## src/rtl/core/dltq_pkg.sv

```systemverilog
`timescale 1ns / 1ps

package dltq_pkg;

  localparam int KeyW     = 8;
  localparam int DelayInW = 16;
  localparam int StatusW  = 3;

  // result codes
  typedef enum logic [StatusW-1:0] {
    ST_STARTED   = 3'd0,
    ST_CANCELLED = 3'd1,
    ST_DUPLICATE = 3'd2,
    ST_NOT_FOUND = 3'd3,
    ST_FULL      = 3'd4,
    ST_EXPIRED   = 3'd5,
    ST_NONE      = 3'd6,
    ST_EMPTY     = 3'd7
  } status_e;

  // what a token does when it reaches a cell
  typedef enum logic [1:0] {
    TOK_SEEK_INS,
    TOK_PUSH,
    TOK_SEEK_DEL,
    TOK_PULL
  } tok_mode_e;

  typedef struct packed {
    logic            valid;
    tok_mode_e       mode;
    logic [KeyW-1:0] key;
  } tok_t;

  // broadcast commands for the whole row
  typedef struct packed {
    logic shift;
    logic dec;
  } cell_cmd_t;

endpackage

```

## src/rtl/core/dltq_cell.sv

```systemverilog
`timescale 1ns / 1ps

module dltq_cell #(
  parameter int DELAY_BITS = 16,
  parameter int CNT_W      = 5,
  parameter int INDEX      = 0
) (
  input  logic                     clk_i,
  input  logic                     rst_ni,
  input  logic [CNT_W-1:0]         count_i,
  input  dltq_pkg::cell_cmd_t      cmd_i,
  input  logic [dltq_pkg::KeyW-1:0] req_key_i,
  input  dltq_pkg::tok_t           tok_i,
  input  logic [DELAY_BITS-1:0]    tok_val_i,
  input  logic [dltq_pkg::KeyW-1:0] nb_key_i,
  input  logic [DELAY_BITS-1:0]    nb_delta_i,
  output logic [dltq_pkg::KeyW-1:0] key_o,
  output logic [DELAY_BITS-1:0]    delta_o,
  output logic                     match_o,
  output dltq_pkg::tok_t           tok_o,
  output logic [DELAY_BITS-1:0]    tok_val_o,
  output logic                     done_o,
  output logic                     busy_o
);

  logic [dltq_pkg::KeyW-1:0] key_q, key_d;
  logic [DELAY_BITS-1:0]     delta_q, delta_d;
  dltq_pkg::tok_t            tok_q;
  logic [DELAY_BITS-1:0]     tok_val_q;
  logic                      occ;
  logic                      nb_occ;

  assign occ     = CNT_W'(INDEX) < count_i;
  assign nb_occ  = CNT_W'(INDEX + 1) < count_i;
  assign key_o   = key_q;
  assign delta_o = delta_q;
  assign match_o = occ && (key_q == req_key_i);
  assign busy_o  = tok_q.valid;

  always_comb begin
    key_d     = key_q;
    delta_d   = delta_q;
    tok_o     = '0;
    tok_val_o = '0;
    done_o    = 1'b0;

    if (cmd_i.shift) begin
      key_d   = nb_key_i;
      delta_d = nb_delta_i;
    end else if (cmd_i.dec && (INDEX == 0) && (delta_q != '0)) begin
      delta_d = delta_q - 1'b1;
    end

    if (tok_q.valid) begin
      unique case (tok_q.mode)
        dltq_pkg::TOK_SEEK_INS: begin
          if (!occ) begin
            key_d   = tok_q.key;
            delta_d = tok_val_q;
            done_o  = 1'b1;
          end else if (tok_val_q > delta_q) begin
            // keep walking with the remaining time
            tok_o     = '{valid: 1'b1, mode: dltq_pkg::TOK_SEEK_INS, key: tok_q.key};
            tok_val_o = tok_val_q - delta_q;
          end else begin
            // new entry lands here, old one moves right with reduced delta
            key_d     = tok_q.key;
            delta_d   = tok_val_q;
            tok_o     = '{valid: 1'b1, mode: dltq_pkg::TOK_PUSH, key: key_q};
            tok_val_o = delta_q - tok_val_q;
          end
        end
        dltq_pkg::TOK_PUSH: begin
          key_d   = tok_q.key;
          delta_d = tok_val_q;
          if (occ) begin
            tok_o     = '{valid: 1'b1, mode: dltq_pkg::TOK_PUSH, key: key_q};
            tok_val_o = delta_q;
          end else begin
            done_o = 1'b1;
          end
        end
        dltq_pkg::TOK_SEEK_DEL: begin
          if (occ && (key_q == tok_q.key)) begin
            if (nb_occ) begin
              // fold this delta into the successor, then close the gap
              key_d   = nb_key_i;
              delta_d = nb_delta_i + delta_q;
              tok_o   = '{valid: 1'b1, mode: dltq_pkg::TOK_PULL, key: '0};
            end else begin
              done_o = 1'b1;
            end
          end else begin
            tok_o = '{valid: 1'b1, mode: dltq_pkg::TOK_SEEK_DEL, key: tok_q.key};
          end
        end
        dltq_pkg::TOK_PULL: begin
          if (nb_occ) begin
            key_d   = nb_key_i;
            delta_d = nb_delta_i;
            tok_o   = '{valid: 1'b1, mode: dltq_pkg::TOK_PULL, key: '0};
          end else begin
            done_o = 1'b1;
          end
        end
        default: begin
          done_o = 1'b0;
        end
      endcase
    end
  end

  always_ff @(posedge clk_i or negedge rst_ni) begin
    if (!rst_ni) begin
      tok_q <= '0;
    end else begin
      tok_q <= tok_i;
    end
  end

  always_ff @(posedge clk_i) begin
    key_q     <= key_d;
    delta_q   <= delta_d;
    tok_val_q <= tok_val_i;
  end

endmodule

```

## src/rtl/core/delta_list_timer_queue_core.sv

```systemverilog
`timescale 1ns / 1ps
// tick: expired timers pass S_TICK_DEC and S_TICK_POP into the output register, then leave
// one per cycle as the output frees; tick with nothing expired: S_TICK_DEC, S_TICK_POP, S_FINISH
// tick on an empty queue: S_TICK_DEC, S_FINISH; start/cancel: token walks the cell row one cell
// a cycle, result via S_FINISH once the walk is done; duplicate, full and not found use S_REQ, S_FINISH
// one request in flight; next request taken the cycle after its last result is registered
// reset clears the timer count, walking tokens and the output register; cell keys and
// deltas need no clearing pass, only occupied cells are read

module delta_list_timer_queue_core #(
  parameter int DEPTH      = 16,
  parameter int DELAY_BITS = 16
) (
  input  logic                           clk_i,
  input  logic                           rst_ni,
  input  logic                           in_valid_i,
  output logic                           in_ready_o,
  input  logic                           action_i,
  input  logic [dltq_pkg::KeyW-1:0]      timer_key_i,
  input  logic [dltq_pkg::DelayInW-1:0]  delay_i,
  output logic                           out_valid_o,
  input  logic                           out_ready_i,
  output logic [dltq_pkg::StatusW-1:0]   status_o,
  output logic [dltq_pkg::KeyW-1:0]      expired_key_o,
  output logic                           last_o
);

  localparam int CntW  = $clog2(DEPTH + 1);
  localparam int WideW = (DELAY_BITS > dltq_pkg::DelayInW) ? DELAY_BITS : dltq_pkg::DelayInW;

  typedef enum logic [2:0] {
    S_IDLE,
    S_REQ,
    S_TICK_DEC,
    S_TICK_POP,
    S_INS_WALK,
    S_DEL_WALK,
    S_FINISH
  } state_e;

  state_e                    state_q, state_d;
  logic [CntW-1:0]           count_q, count_d;
  logic [dltq_pkg::KeyW-1:0] req_key_q, req_key_d;
  logic [DELAY_BITS-1:0]     req_delay_q, req_delay_d;
  dltq_pkg::status_e         res_status_q, res_status_d;
  logic [dltq_pkg::KeyW-1:0] res_key_q, res_key_d;
  logic                      out_valid_q, out_valid_d;
  dltq_pkg::status_e         out_status_q, out_status_d;
  logic [dltq_pkg::KeyW-1:0] out_key_q, out_key_d;
  logic                      out_last_q, out_last_d;

  // cell row wiring; tok_chain[0] is the launch slot
  dltq_pkg::tok_t            tok_chain [DEPTH+1];
  logic [DELAY_BITS-1:0]     tok_val_chain [DEPTH+1];
  logic [dltq_pkg::KeyW-1:0] key_arr [DEPTH];
  logic [DELAY_BITS-1:0]     delta_arr [DEPTH];
  logic [DEPTH-1:0]          match_vec;
  logic [DEPTH-1:0]          done_vec;
  logic [DEPTH-1:0]          busy_vec;
  dltq_pkg::cell_cmd_t       cmd;
  dltq_pkg::tok_t            launch_tok;
  logic [DELAY_BITS-1:0]     launch_val;

  logic                      out_free;
  logic                      match_any;
  logic                      chain_done;
  logic                      pop_last;
  logic [WideW-1:0]          delay_wide;
  logic [DELAY_BITS-1:0]     delay_sat;

  // cap requested delay at the largest storable value
  assign delay_wide = WideW'(delay_i);
  assign delay_sat  = (delay_wide > WideW'({DELAY_BITS{1'b1}})) ? {DELAY_BITS{1'b1}}
                                                                 : delay_wide[DELAY_BITS-1:0];

  assign match_any  = |match_vec;
  assign chain_done = |done_vec;
  assign out_free   = !out_valid_q || out_ready_i;
  // popped entry is the last when nothing remains or its successor is still pending
  assign pop_last   = (count_q == CntW'(1)) || (delta_arr[1] != '0);

  // token launched into the first cell
  assign tok_chain[0]     = launch_tok;
  assign tok_val_chain[0] = launch_val;

  generate
    for (genvar i = 0; i < DEPTH; i++) begin : g_cell
      logic [dltq_pkg::KeyW-1:0] nb_key;
      logic [DELAY_BITS-1:0]     nb_delta;

      if (i < DEPTH - 1) begin : g_nb
        assign nb_key   = key_arr[i+1];
        assign nb_delta = delta_arr[i+1];
      end else begin : g_end
        assign nb_key   = '0;
        assign nb_delta = '0;
      end

      dltq_cell #(
        .DELAY_BITS (DELAY_BITS),
        .CNT_W      (CntW),
        .INDEX      (i)
      ) u_cell (
        .clk_i      (clk_i),
        .rst_ni     (rst_ni),
        .count_i    (count_q),
        .cmd_i      (cmd),
        .req_key_i  (req_key_q),
        .tok_i      (tok_chain[i]),
        .tok_val_i  (tok_val_chain[i]),
        .nb_key_i   (nb_key),
        .nb_delta_i (nb_delta),
        .key_o      (key_arr[i]),
        .delta_o    (delta_arr[i]),
        .match_o    (match_vec[i]),
        .tok_o      (tok_chain[i+1]),
        .tok_val_o  (tok_val_chain[i+1]),
        .done_o     (done_vec[i]),
        .busy_o     (busy_vec[i])
      );
    end
  endgenerate

  always_comb begin
    state_d      = state_q;
    count_d      = count_q;
    req_key_d    = req_key_q;
    req_delay_d  = req_delay_q;
    res_status_d = res_status_q;
    res_key_d    = res_key_q;
    out_valid_d  = out_valid_q;
    out_status_d = out_status_q;
    out_key_d    = out_key_q;
    out_last_d   = out_last_q;
    cmd          = '0;
    launch_tok   = '0;
    launch_val   = '0;

    if (out_valid_q && out_ready_i) begin
      out_valid_d = 1'b0;
    end

    unique case (state_q)
      S_IDLE: begin
        if (in_valid_i) begin
          req_key_d   = timer_key_i;
          req_delay_d = delay_sat;
          state_d     = action_i ? S_TICK_DEC : S_REQ;
        end
      end
      S_REQ: begin
        if (req_delay_q != '0) begin
          // start: duplicate check wins over full
          if (match_any) begin
            res_status_d = dltq_pkg::ST_DUPLICATE;
            res_key_d    = req_key_q;
            state_d      = S_FINISH;
          end else if (count_q == CntW'(DEPTH)) begin
            res_status_d = dltq_pkg::ST_FULL;
            res_key_d    = req_key_q;
            state_d      = S_FINISH;
          end else begin
            launch_tok = '{valid: 1'b1, mode: dltq_pkg::TOK_SEEK_INS, key: req_key_q};
            launch_val = req_delay_q;
            state_d    = S_INS_WALK;
          end
        end else begin
          // cancel
          if (!match_any) begin
            res_status_d = dltq_pkg::ST_NOT_FOUND;
            res_key_d    = req_key_q;
            state_d      = S_FINISH;
          end else begin
            launch_tok = '{valid: 1'b1, mode: dltq_pkg::TOK_SEEK_DEL, key: req_key_q};
            state_d    = S_DEL_WALK;
          end
        end
      end
      S_TICK_DEC: begin
        if (count_q == '0) begin
          res_status_d = dltq_pkg::ST_EMPTY;
          res_key_d    = '0;
          state_d      = S_FINISH;
        end else begin
          cmd.dec = 1'b1;
          state_d = S_TICK_POP;
        end
      end
      S_TICK_POP: begin
        if (delta_arr[0] == '0) begin
          // pop the head, one per cycle, as the output frees up
          if (out_free) begin
            out_valid_d  = 1'b1;
            out_status_d = dltq_pkg::ST_EXPIRED;
            out_key_d    = key_arr[0];
            out_last_d   = pop_last;
            cmd.shift    = 1'b1;
            count_d      = count_q - 1'b1;
            if (pop_last) begin
              state_d = S_IDLE;
            end
          end
        end else begin
          res_status_d = dltq_pkg::ST_NONE;
          res_key_d    = '0;
          state_d      = S_FINISH;
        end
      end
      S_INS_WALK: begin
        if (chain_done) begin
          count_d      = count_q + 1'b1;
          res_status_d = dltq_pkg::ST_STARTED;
          res_key_d    = req_key_q;
          state_d      = S_FINISH;
        end
      end
      S_DEL_WALK: begin
        if (chain_done) begin
          count_d      = count_q - 1'b1;
          res_status_d = dltq_pkg::ST_CANCELLED;
          res_key_d    = req_key_q;
          state_d      = S_FINISH;
        end
      end
      S_FINISH: begin
        if (out_free) begin
          out_valid_d  = 1'b1;
          out_status_d = res_status_q;
          out_key_d    = res_key_q;
          out_last_d   = 1'b1;
          state_d      = S_IDLE;
        end
      end
      default: begin
        state_d = S_IDLE;
      end
    endcase
  end

  always_ff @(posedge clk_i or negedge rst_ni) begin
    if (!rst_ni) begin
      state_q      <= S_IDLE;
      count_q      <= '0;
      out_valid_q  <= 1'b0;
      req_key_q    <= '0;
      req_delay_q  <= '0;
      res_status_q <= dltq_pkg::ST_STARTED;
      res_key_q    <= '0;
      out_status_q <= dltq_pkg::ST_STARTED;
      out_key_q    <= '0;
      out_last_q   <= 1'b0;
    end else begin
      state_q      <= state_d;
      count_q      <= count_d;
      out_valid_q  <= out_valid_d;
      req_key_q    <= req_key_d;
      req_delay_q  <= req_delay_d;
      res_status_q <= res_status_d;
      res_key_q    <= res_key_d;
      out_status_q <= out_status_d;
      out_key_q    <= out_key_d;
      out_last_q   <= out_last_d;
    end
  end

  assign in_ready_o    = (state_q == S_IDLE);
  assign out_valid_o   = out_valid_q;
  assign status_o      = out_status_q;
  assign expired_key_o = out_key_q;
  assign last_o        = out_last_q;

  // occupancy never runs past the row
  assert property (@(posedge clk_i) disable iff (!rst_ni)
    count_q <= CntW'(DEPTH))
    else $error("timer count exceeds depth");

  // count moves by at most one per cycle
  assert property (@(posedge clk_i) disable iff (!rst_ni)
    (count_q != $past(count_q)) |->
      (count_q == $past(count_q) + 1'b1 || count_q == $past(count_q) - 1'b1))
    else $error("timer count jumped");

  // keys stay unique among live cells
  assert property (@(posedge clk_i) disable iff (!rst_ni)
    $onehot0(match_vec))
    else $error("duplicate key in queue");

  // tokens live only during a walk, and never fall off the end of the row
  assert property (@(posedge clk_i) disable iff (!rst_ni)
    (state_q != S_INS_WALK && state_q != S_DEL_WALK) |-> (busy_vec == '0))
    else $error("stray token in cell row");

  assert property (@(posedge clk_i) disable iff (!rst_ni)
    !tok_chain[DEPTH].valid && $onehot0(done_vec))
    else $error("token ran past last cell or finished twice");

endmodule
```

## config.mk

```make
export PLATFORM = sky130hd
export DESIGN_NAME = delta_list_timer_queue_core
export DESIGN_NICKNAME = d
export VERILOG_FILES = /design/src/rtl/core/dltq_pkg.sv /design/src/rtl/core/dltq_cell.sv /design/src/rtl/core/delta_list_timer_queue_core.sv
export SDC_FILE = /design/constraint.sdc
export NUM_CORES = 2
export LEC_CHECK = 0
export BUFFER_PORTS_ARGS = -buffer_cell sky130_fd_sc_hd__buf_2
export CORE_MARGIN = 5
export CORE_UTILIZATION = 55
export CTS_CLUSTER_DIAMETER = 120
export DETAILED_ROUTE_END_ITERATION = 6
export PLACE_DENSITY = 0.82
export SYNTH_ARGS = -nofsm -noshare
export SYNTH_HDL_FRONTEND = slang
export SYNTH_HIERARCHICAL = 1
export SYNTH_SLANG_ARGS = --single-unit
```

## constraint.sdc

```tcl
create_clock -name clk_i -period 4.8 [get_ports clk_i]
set_input_delay 0.96 -clock clk_i [delete_from_list [all_inputs] [get_ports clk_i]]
set_output_delay 0.96 -clock clk_i [all_outputs]
set_load 0.1 [all_outputs]
```

# Word-level counts from Yosys, hierarchy flattened
# Cells that the tools add are included.
totals:
  in_bits: 29
  ff_bits: 872
classes:
  muxes: 533
  n_reduce_logical: 89
  n_eq_ne: 102
  bitwise: 2
  magnitude_cmp: 34
  n_addsub: 48
op_table:
  columns: ["cell", "count"]
  rows:
  - ["16-bit two-way mux", 159]
  - ["16-bit one-hot mux with 4 select lines", 16]
  - ["11-bit two-way mux", 80]
  - ["8-bit two-way mux", 106]
  - ["11-bit one-hot mux with 4 select lines", 15]
  - ["8-bit one-hot mux with 4 select lines", 17]
  - ["16-bit one-hot mux with 2 select lines", 15]
  - ["16-bit subtractor", 30]
  - ["8-bit == test", 32]
  - ["16-bit > comparator", 16]
  - ["16-bit adder", 15]
  - ["9-bit two-way mux", 15]
  - ["2-bit == test, second input constant", 32]
  - ["1-bit two-way mux", 60]
  - ["3-bit two-way mux", 19]
  - ["1-bit one-hot mux with 3 select lines", 16]
  - ["16-bit nonzero test", 3]
  - ["4-bit by 5-bit less-than comparator with 1-bit output, first input constant", 8]
  - ["1-bit logical AND", 34]
  - ["2-bit OR reduction", 17]
  - ["2-bit by 1-bit == test with 1-bit output, second input constant", 16]
  - ["2-bit logical NOT", 16]
  - ["16-bit OR reduction", 2]
  - ["3-bit by 5-bit less-than comparator with 1-bit output, first input constant", 4]
  - ["other kinds (40)", 65]

# Depth between registers and ports, before layout
depth:
  ltp_word: 10
  depth_mapped: 15

# Hierarchy
# Netlist, hierarchy kept.
by_module_without_submodules:
  columns: ["mod", "area_each_um2", "n_inst", "cells_each", "seq_area_each_um2"]
  rows:
  - ["dltq_cell at g_cell[12].u_cell", 5995.8, 1, 777, 1076.0]
  - ["dltq_cell at g_cell[9].u_cell", 5768.0, 1, 761, 1076.0]
  - ["dltq_cell at g_cell[15].u_cell", 5754.3, 1, 751, 1076.0]
  - ["dltq_cell at g_cell[10].u_cell", 5719.2, 1, 757, 1076.0]
  - ["dltq_cell at g_cell[14].u_cell", 5635.4, 1, 727, 1076.0]
  - ["dltq_cell at g_cell[2].u_cell", 5605.4, 1, 740, 1076.0]
  - ["dltq_cell at g_cell[3].u_cell", 5539.1, 1, 719, 1076.0]
  - ["dltq_cell at g_cell[6].u_cell", 5521.5, 1, 725, 1076.0]
  - ["dltq_cell at g_cell[8].u_cell", 5512.8, 1, 724, 1076.0]
  - ["dltq_cell at g_cell[11].u_cell", 5494.0, 1, 757, 1076.0]
  - ["dltq_cell at g_cell[4].u_cell", 5479.0, 1, 717, 1076.0]
  - ["dltq_cell at g_cell[5].u_cell", 5361.4, 1, 693, 1076.0]
  - ["dltq_cell at g_cell[1].u_cell", 5331.4, 1, 685, 1076.0]
  - ["dltq_cell at g_cell[7].u_cell", 5271.3, 1, 679, 1076.0]
  - ["3 more rows", null, null, null, null]

# Worst setup path after synthesis
# Ideal clock, no wire load.
synth_timing:
  path_kind: "register to register"
  start: "register state_q[1]"
  end: "register req_delay_q[10]"
  path_slack_ns: 0.666
  n_path_buf: 3
  arrival_ns: 4.009
  t_required_ns: 4.675
  path_stages_with_launch: 7
  cell_sequence: "dfrtp_1 -> clkbuf_1 -> nor3_1 -> and2_1 -> clkbuf_1 -> clkbuf_1 -> mux2_2"
synth_between:
  elab_chain_len: 2
synth_lines:
  columns: ["element", "line_no", "rtl"]
  rows:
  - ["from (decl)", "delta_list_timer_queue_core.sv:41", "state_e state_q, state_d;"]
  - ["from (signal assigned)", "delta_list_timer_queue_core.sv:253", "state_q <= state_d;"]
  - ["3-bit logical NOT", null, null]
  - ["named net in_ready_o", "delta_list_timer_queue_core.sv:17", "output logic in_ready_o,"]
  - ["2-bit AND reduction (no line)", null, null]
  - ["to (signal assigned)", "delta_list_timer_queue_core.sv:257", "req_delay_q <= req_delay_d;"]
  - ["to (decl)", "delta_list_timer_queue_core.sv:44", "logic [DELAY_BITS-1:0] req_delay_q, req_delay_d;"]
# The timed path passes the listed nets, and every way through them passes these cells.
# A chain may end at the register's enable or synchronous reset.

# Worst setup path after layout
layout_timing:
  start: "register count_q[3]"
  end: "register state_q[0]"
layout_between:
  elab_chain_len: 8
layout_lines:
  columns: ["element", "line_no", "rtl"]
  rows:
  - ["from (decl)", "delta_list_timer_queue_core.sv:42", "logic [CntW-1:0] count_q, count_d;"]
  - ["from (signal assigned)", "delta_list_timer_queue_core.sv:254", "count_q <= count_d;"]
  - ["4-bit by 5-bit less-than comparator with 1-bit output, on equally long branches", "dltq_cell.sv:34, dltq_cell.sv:33", null]
  - ["1-bit two-way mux or 1-bit logical AND (tied branches)", "dltq_cell.sv:85, dltq_cell.sv:98, dltq_cell.sv:84", null]
  - ["1-bit two-way mux", "dltq_cell.sv:84", "if (occ && (key_q == tok_q.key)) begin"]
  - ["1-bit one-hot mux with 3 select lines *", "dltq_cell.sv:55", "unique case (tok_q.mode)"]
  - ["1-bit two-way mux *", "dltq_cell.sv:54", "if (tok_q.valid) begin"]
  - ["named net done_vec[11]", "delta_list_timer_queue_core.sv:58", "logic [DEPTH-1:0] done_vec;"]
  - ["16-bit OR reduction *", "delta_list_timer_queue_core.sv:77", "assign chain_done = |done_vec;"]
  - ["2-bit by 1-bit != test with 1-bit output (no line) *", null, null]
  - ["5-bit AND reduction (no line) *", null, null]
# The timed path passes the listed nets; every way through them passes the cells marked *.

==> flow_metrics.tcl <==
set metrics [dict create \
    r2r_start "count_q[3]" \
    die_w_um 414 \
    clk_latency_ps 760 \
    postCtsSetupBuffers 0 \
    period_share_pct 98.0 \
    slew_headroom_pct 10.1 \
    route.vias.total 94400 \
    final_area_um2 95700 \
    syn2layout_area_growth_pct 6.85 \
    rows 148 \
    grt_pass1_vias 88900 \
    met2_usage_pct 57.4 \
    track_usage_pct 36.8 \
    status "finished with violations" \
    core_area_um2 162000 \
    final_core_util_pct 58.9 \
    final_nets 12200 \
    setup_violations 0 \
    min_period_ps 4700 \
    drc 3 \
    holdBufCountCts 0 \
    finalMaxSlewViolations 0 \
    initial_core_util_pct 55.2 \
    grt_overflow 0 \
    syn_inst 11600 \
    first_iter_violations 12900 \
    drv_cap 0 \
    timing.hold.worst.class "input port to async pin" \
    powerDensity_nw_per_um2 769 \
    root_buffer "clkbuf_16" \
    die_y_um 414 \
    critPathArrivalTime_ps 5330 \
    ios 43 \
    dieArea_um2 171000 \
    cp_max_fo 30 \
    cp-end-kind "flip-flop" \
    ctsLongestPathBuffers 3 \
    total_power_uw 73600 \
    path_cells "a21oi_1 > nor4_1 > a31oi_1 > and2_1 > nor2_1 > and2_1 > nor4_1 > nand4_1 > o221ai_1 > mux2_2" \
    cts.repair.resized 0 \
    clock-sinks 872 \
    grt_pass1_wl_um 508000 \
    gr-usage-met3_pct 6.65 \
    dpl_cell_area_um2 91900 \
    crit_type "flip-flop to flip-flop" \
    max_stage_delay_ps 850 \
    crit_path_start_kind "flip-flop" \
    skew_ps 45.8 \
    p_leak_uw 0.0390 \
    hpwl_um 248000 \
    cts_buffers 105 \
    port_buffers 42 \
    critPathRequiredTime_ps 5430 \
    fillers 14700 \
    wl_um 332000 \
    gp_congestion 1.02 \
    cts_max_level 3 \
    routedWlPerCell_um 24.4 \
    layout-drive-gt1-share_pct 7.65 \
    crit_slowest_cell "nor4_1" \
    violations "DRC" \
    peakVddDrop_v 0.000569 \
    grt_max_degree 101 \
    path_clk_slew_ps 60 \
    ys_warn_count 6 \
    tightestPinTransition_ps 1340 \
    netlist_area_um2 89600 \
    via_per_inst 6.92 \
    final_hold_viol_count 0 \
    grt_antenna_before_repair 16 \
    tns_ps 0 \
    drtPass1Iterations 7 \
    ant_nets 0 \
    grt_util_met1_pct 48.8 \
    cts_tree "yes" \
    critPathLaunch "count_q[3]" \
    avgSynthCellArea_um2 7.75 \
    busiest_layer "met2" \
    rsz0062_at_grt "no" \
    fmax_mhz 213 \
]
==> stage by stage <==
stage | cells | hold WS (ps) | setup slack (ps)
2_1_floorplan | 11600 | 459 | 666
3_3_place_gp | 13400 | 472 | 220
3_5_place_dp | 13400 | 472 | 189
4_1_cts | 13600 | 272 | 187
5_1_grt | 13600 | 295 | 9.49
6_report | 13600 | 213 | 95.1
==> cell usage in the layout, fill, tap and decap left out, types with 47 or more instances in the layout <==
master       n
o31ai_1     56
inv_1      750
dfrtp_1    219
o21ai_1     67
mux2_2     104
o21a_1     153
a21oi_1    934
clkbuf_16  108
nand4_1    134
o221ai_1    82
a31oi_1    135
o211ai_1   127
xor2_1     215
o21ai_0    769
nor2b_1    102
a21o_1     237
xnor2_1    401
o22ai_1     99
nor4_1      59
and2_1      90
conb_1      66
or3_1       51
fa_1        47
a22oi_1    215
buf_4      273
nor3_1     228
o22a_1     138
a22o_1      54
nand3_1    223
nand2b_1    71
nor2_1     881
o21bai_1    61
nand2_1    971
ha_1       731
a211oi_1   165
a221oi_1   173
mux2i_1    523
dfxtp_1    640
a221o_1     82
and3_1      76
==> worst paths after layout <==
path	end	slack, ps	depth (start not counted)
worst max register to register	state_q[0]	100	10
worst min-delay path	req_delay_q[0]	210	1
worst max-delay path	state_q[0]	100	10
worst min register to register	expired_key_o[6]	500	2
min in group clk_i	req_key_q[6]	430	2
max in group asynchronous	res_status_q[2]	3430	2
==> registers in the layout, summed over array words and instances, names as in the netlist <==
signal / flops
count_q: 5
expired_key_o: 8
g_cell.u_cell/busy_o: 16
g_cell.u_cell/delta_o: 256
g_cell.u_cell/key_o: 128
g_cell.u_cell/tok_q: 160
g_cell.u_cell/tok_val_q: 256
last_o: 1
out_valid_o: 1
req_delay_q: 16
req_key_q: 8
res_key_q: 8
res_status_q: 3
state_q: 3
status_o: 3
==> where the power goes <==
| group | internal [µW] | switching (µW) |
|---|---|---|
| Combinational | 19800 | 30000 |
| Sequential | 9600 | 5400 |
| Clock | 5220 | 3650 |
| Total | 34600 | 39000 |
==> final cells by class <==
| class | count | area [µm²] | share of cell area, % |
|---|---|---|---|
| antenna | 5 | 12.5 | 0.0131 |
| clock buffer | 139 | 3000 | 3.13 |
| clock inverter | 59 | 785 | 0.820 |
| inverter | 763 | 2860 | 2.99 |
| multi-input combinational | 9307 | 65300 | 68.2 |
| sequential | 872 | 18600 | 19.5 |
| tap | 2175 | 2720 | 2.84 |
| timing repair buffer | 322 | 2410 | 2.52 |
==> critical path: cells and delay by family, from the launching register on <==
family / cells / cell delay, ps
flip-flops: 1 / 670
AO/OA/AOI/OAI: 3 / 1160
AND/OR/NAND/NOR: 6 / 2330
multiplexers: 1 / 380
==> layer usage <==
layer | vias to the layer above | routed length, µm
met1 | 44500 | 132000
met2 | 6329 | 144000
met3 | 1264 | 37100
li1 | 42200 | -
met5 | - | 7
met4 | 2 | 18700
(Power assumes the default switching activity.)
